==> src/hw/rtl/kerl_pkg.sv <==
// Package with the table size, operation codes and transaction types of the rate limiter.
package kerl_pkg;

  localparam int unsigned TableEntries = 16;

  localparam logic OpTrigger = 1'b0;
  localparam logic OpReset   = 1'b1;

  typedef struct packed {
    logic        operation;
    logic [31:0] event_id;
    logic [30:0] interval_ms;
    logic [31:0] now_ms;
  } in_item_t;

  typedef struct packed {
    logic fired;
    logic table_full;
    logic known;
  } out_item_t;

endpackage

==> src/hw/rtl/keyed_event_rate_limiter.sv <==
// Keyed event rate limiter: associative table of event identifiers and last firing times.
//
//   channel   direction  handshake                 payload
//   in        sink       in_valid_i / in_stall_o   kerl_pkg::in_item_t   in_item_i
//   out       source     out_valid_o / out_stall_i kerl_pkg::out_item_t  out_item_o
//
// A transaction accepted at a clock edge is held in the input register; the table lookup and
// update run combinationally from that register and load the result register once it can take
// a new result, and the result is then offered from the result register.
// A new transaction can be accepted every cycle while the output does not stall; the rate is
// set by the lookup, which compares the identifier against all table entries at once.
// Reset clears the entry valid bits only; identifiers and times are never read unless valid.
// A stall on the output holds the result register, and the input register then fills and
// the input stalls until the result is taken.
module keyed_event_rate_limiter (
  input  logic                clk_i,
  input  logic                rst_ni,
  input  logic                in_valid_i,
  output logic                in_stall_o,
  input  kerl_pkg::in_item_t  in_item_i,
  output logic                out_valid_o,
  input  logic                out_stall_i,
  output kerl_pkg::out_item_t out_item_o
);

  localparam int unsigned N = kerl_pkg::TableEntries;

  // Input register.
  logic               s1_valid_q, s1_valid_d;
  kerl_pkg::in_item_t s1_item_q;

  // Result register.
  logic                out_valid_q, out_valid_d;
  kerl_pkg::out_item_t out_item_q, out_item_d;

  // Table storage. Only the valid bits are reset.
  logic [N-1:0]  used_q, used_d;
  logic [31:0]   ids_q   [N];
  logic [31:0]   times_q [N];

  logic          out_adv;
  logic          process;
  logic          in_accept;

  logic [N-1:0]  match_vec;
  logic [N-1:0]  free_vec;
  logic [N-1:0]  free_first;
  logic [N-1:0]  sel_vec;
  logic          hit;
  logic          has_free;
  logic [31:0]   sel_time;
  logic [31:0]   elapsed;
  logic          is_trigger;
  logic          insert;
  logic          fire;
  logic          write_time;
  logic [31:0]   new_time;

  // The result register can take a new result when it is empty or being drained.
  assign out_adv    = !out_valid_q || !out_stall_i;
  assign process    = s1_valid_q && out_adv;
  assign in_stall_o = s1_valid_q && !out_adv;
  assign in_accept  = in_valid_i && !in_stall_o;

  assign s1_valid_d  = in_accept || (s1_valid_q && !out_adv);
  assign out_valid_d = process || (out_valid_q && out_stall_i);

  // Parallel identifier compare across the whole table.
  always_comb begin
    for (int k = 0; k < N; k++) begin
      match_vec[k] = used_q[k] && (ids_q[k] == s1_item_q.event_id);
    end
  end

  // Lowest free slot as a one-hot vector.
  assign free_vec   = ~used_q;
  assign free_first = free_vec & (~free_vec + {{(N-1){1'b0}}, 1'b1});
  assign hit        = |match_vec;
  assign has_free   = |free_vec;

  assign is_trigger = (s1_item_q.operation == kerl_pkg::OpTrigger);
  assign insert     = is_trigger && !hit && has_free;

  // Identifiers are unique in the table, so at most one match bit is set.
  assign sel_vec = hit ? match_vec : free_first;

  // A newly inserted entry starts with a last time of zero.
  always_comb begin
    sel_time = '0;
    for (int k = 0; k < N; k++) begin
      sel_time = sel_time | ({32{match_vec[k]}} & times_q[k]);
    end
  end

  // Wrapping difference against the interval, which is always below 2^31.
  assign elapsed = s1_item_q.now_ms - sel_time;
  assign fire    = is_trigger && (hit || has_free) &&
                   (elapsed > {1'b0, s1_item_q.interval_ms});

  // A reset of a known entry or a firing trigger moves the time to now.
  assign write_time = fire || (!is_trigger && hit);
  assign new_time   = fire || !is_trigger ? s1_item_q.now_ms : 32'd0;

  always_comb begin
    used_d = used_q;
    if (process && insert) begin
      used_d = used_q | free_first;
    end
  end

  always_comb begin
    out_item_d            = out_item_q;
    if (process) begin
      out_item_d.fired      = fire;
      out_item_d.table_full = is_trigger && !hit && !has_free;
      out_item_d.known      = hit;
    end
  end

  always_ff @(posedge clk_i or negedge rst_ni) begin
    if (!rst_ni) begin
      s1_valid_q  <= 1'b0;
      out_valid_q <= 1'b0;
      used_q      <= '0;
    end else begin
      s1_valid_q  <= s1_valid_d;
      out_valid_q <= out_valid_d;
      used_q      <= used_d;
    end
  end

  always_ff @(posedge clk_i) begin
    if (in_accept) begin
      s1_item_q <= in_item_i;
    end
    out_item_q <= out_item_d;
  end

  // Table entry writes, one-hot on the selected slot.
  always_ff @(posedge clk_i) begin
    for (int k = 0; k < N; k++) begin
      if (process && sel_vec[k]) begin
        if (insert) begin
          ids_q[k] <= s1_item_q.event_id;
        end
        if (insert || write_time) begin
          times_q[k] <= new_time;
        end
      end
    end
  end

  assign out_valid_o = out_valid_q;
  assign out_item_o  = out_item_q;

endmodule

==> config.mk <==
export PLATFORM = sky130hd
export DESIGN_NAME = keyed_event_rate_limiter
export DESIGN_NICKNAME = d
export VERILOG_FILES = /design/src/hw/rtl/kerl_pkg.sv /design/src/hw/rtl/keyed_event_rate_limiter.sv
export SDC_FILE = /design/constraint.sdc
export NUM_CORES = 2
export LEC_CHECK = 0
export BUFFER_PORTS_ARGS = -buffer_cell sky130_fd_sc_hd__buf_2
export CORE_UTILIZATION = 30
export CTS_CLUSTER_SIZE = 12
export DETAILED_ROUTE_END_ITERATION = 10
export GPL_TIMING_DRIVEN = 0
export HOLD_SLACK_MARGIN = 0.1
export PLACE_DENSITY = 0.43
export SKIP_LAST_GASP = 1
export SYNTH_ARGS = -nofsm -noshare
export SYNTH_HDL_FRONTEND = slang
export SYNTH_SLANG_ARGS = --single-unit
==> constraint.sdc <==
create_clock -name clk_i -period 22.6 [get_ports clk_i]
set_input_delay 2.26 -clock clk_i [delete_from_list [all_inputs] [get_ports clk_i]]
set_output_delay 2.26 -clock clk_i [all_outputs]
set_load 0.05 [all_outputs]
==> results.tsv <==
metric	value	unit
path_clk_slew	60	ps
core	0.159	mm2
wl_per_cell	33.3	um
drt_iter0_drc	3293	
yosys_warnings	0	
cts_buffer_depth	3	
synth-seq-cells	1141	
grt_max_degree	61	
vdd_drop_max	0.0808	mV
reg2reg_slack	6840	ps
io_pins	105	
rows	146	
first_global_vias	29300	
port-buffer-count	104	
dieWidth	402	um
die_y	402	um
final_common_cell	edfxtp_1	
outcome	complete, but fails checks	
cts_buffers	132	
cp_slowest_cell	edfxtp_1	
cts_hold_buf	0	
failed_checks	max-capacitance violations, max-slew violations	
syn_avg_cell_area	15.4	um2
yosysSeqAreaShare	0.712	
fin_nets	3604	
path_max_fanout	17	
p_leak	18.2	nW
min_period	15760	ps
final_cell_mix	edfxtp_1, xnor2_1, nand4_1	
hold_class	flop to flop	
cts_tree	built	
synth-main-ff-cell	edfxtp_1	
gp_congestion	0.832	
arrival	16260	ps
cts-htree-levels	4	
drtAntennaViolNets	0	
setup_viol_count_final	0	
start_util	0.303	
fmax	0.0634	GHz
rsz0062_at_grt	no	
synth-edff-count	1123	
hpwl	125000	um
placedInstanceArea	0.0534	mm2
start_kind	flop	
drc_errors	0	
async_flop_share	0.0158	
dr.pass1.iters	6	
vias	29900	
viasPerCell	5.33	
setup_tns	0	ps
cp_data_required_time	23090	ps
antenna_found_initial	16	
power.total	0.00491	W
cts-resized-gates	0	
relSlewSlack	-0.0504	
die-area	0.162	mm2
path_class	flop to flop	
area_delta_synth_final	19.9	%
grt_pass1_wl	252000	um
routed_wl	187000	um
yosysUniqueCellTypes	66	
grt.total_usage	0.229	
max_stage_delay	1290	ps
overflow	0	
finalHoldViolCount	0	
syn_nets	3273	
slew_viol_final	36	
cap_violations	2	
cts_sinks	1141	
root_buffer	clkbuf_16	
synthCells	3110	
n_fill_cell	15100	
design_area	0.0575	mm2
crit_path_end_kind	flop	
clk_latency	770	ps
netlist_area	0.0480	mm2
fin_skew	33.7	ps
final_layout_size_suffix_gt1_frac	0.148	
cellPowerDensity	85.3	mW/mm2
period_share	0.698	
whs	522	ps
postCtsSetupBuffers	0	
worstMarginPinSlew	1580	ps
path summary, 6_finish.rpt:
check	startpoint	to	cells after the start
min in group asynchronous	rst_ni	used_q[10]$_DFFE_PN0P_	1
min	s1_valid_q$_DFF_PN0_	out_valid_o$_DFF_PN0_	1
max in group asynchronous	rst_ni	out_valid_o$_DFF_PN0_	1
min reg2reg	s1_valid_q$_DFF_PN0_	out_valid_o$_DFF_PN0_	1
max reg2reg	s1_item_q[94]$_DFFE_PP_	times_q[1][28]$_DFFE_PP_	35
max	s1_item_q[94]$_DFFE_PP_	times_q[1][28]$_DFFE_PP_	35
critical path, delay by kind of cell (launching register included):
kind | cells | cell delay [ps]
fa+ha+maj | 2 | 610
simple gates | 9 | 1830
buf+inv | 8 | 5570
xor+xnor | 2 | 420
compound gates | 14 | 5660
flops | 1 | 1290
registers in the layout, indices dropped and copies added, names as in the netlist:
signal / flops
ids_q: 512
out_valid_o: 1
out_item_o: 3
s1_item_q: 96
s1_valid_q: 1
times_q: 512
used_q: 16
per-stage QoR:
| stage | std cells | setup WS (ps) | util |
|---|---|---|---|
| floorplan | 3110 | 13310 | - |
| global placement | 5286 | 2980 | 0.322 |
| detailed placement | 5377 | 6890 | 0.337 |
| CTS | 5608 | 6820 | 0.362 |
| global route | 5610 | 6420 | 0.363 |
| finish | 5611 | 6840 | 0.363 |
power breakdown:
part	internal, W	switching, W
clock network	0.00116	0.000884
registers	0.00241	0.0000558
logic	0.000131	0.000262
total	0.00371	0.00120
cell families after synthesis:
kind of cell               synth area share
AOI/OAI and AO/OA                    0.0702
xor gates and xnor gates             0.0964
buffers and inverters                0.0203
and+or+nand+nor                      0.0842
adders and majority gates            0.0166
DFF                                   0.712
metal layers:
| layer | vias to the layer above | routed length (um) | global-route usage |
|---|---|---|---|
| li1 | 12800 | - | - |
| met4 | 2 | 5730 | 0.0718 |
| met1 | 15700 | 80900 | 0.308 |
| met5 | - | 9 | 0 |
| met3 | 254 | 10700 | 0.0334 |
| met2 | 1180 | 89600 | 0.379 |
final cells by class:
cell class | instances | area [um2] | area share
sequential | 1141 | 34200 | 0.594
multi-input combinational | 1757 | 13300 | 0.231
clock buffer | 163 | 3530 | 0.0613
tap | 2072 | 2590 | 0.0451
timing repair buffer | 197 | 2460 | 0.0428
buffer | 145 | 724 | 0.0126
clock inverter | 68 | 503 | 0.00874
inverter | 67 | 251 | 0.00437
antenna | 1 | 2.50 | 0.0000435
cells in the mapped netlist (9+ instances only):
master | instances | share of area
a21o_1 | 28 | 0.0044
a21oi_1 | 50 | 0.0052
a21oi_2 | 12 | 0.0022
a221oi_1 | 62 | 0.011
a22o_1 | 64 | 0.012
a22oi_1 | 121 | 0.019
and3_1 | 15 | 0.0020
buf_2 | 39 | 0.0041
buf_4 | 27 | 0.0042
clkbuf_1 | 67 | 0.0052
dfrtp_1 | 18 | 0.0094
edfxtp_1 | 1123 | 0.70
ha_1 | 62 | 0.016
inv_1 | 66 | 0.0052
nand2_1 | 70 | 0.0055
nand2b_1 | 36 | 0.0047
nand3_1 | 102 | 0.011
nand4_1 | 202 | 0.026
nor2_1 | 96 | 0.0075
nor2b_1 | 9 | 0.0012
nor3_1 | 36 | 0.0038
nor3b_1 | 37 | 0.0058
nor4_1 | 59 | 0.0077
o21a_1 | 10 | 0.0016
o21ai_0 | 39 | 0.0041
or2_2 | 10 | 0.0013
or4_1 | 11 | 0.0017
xnor2_1 | 479 | 0.087
xor2_1 | 49 | 0.0089
(Power assumes the default switching activity.)
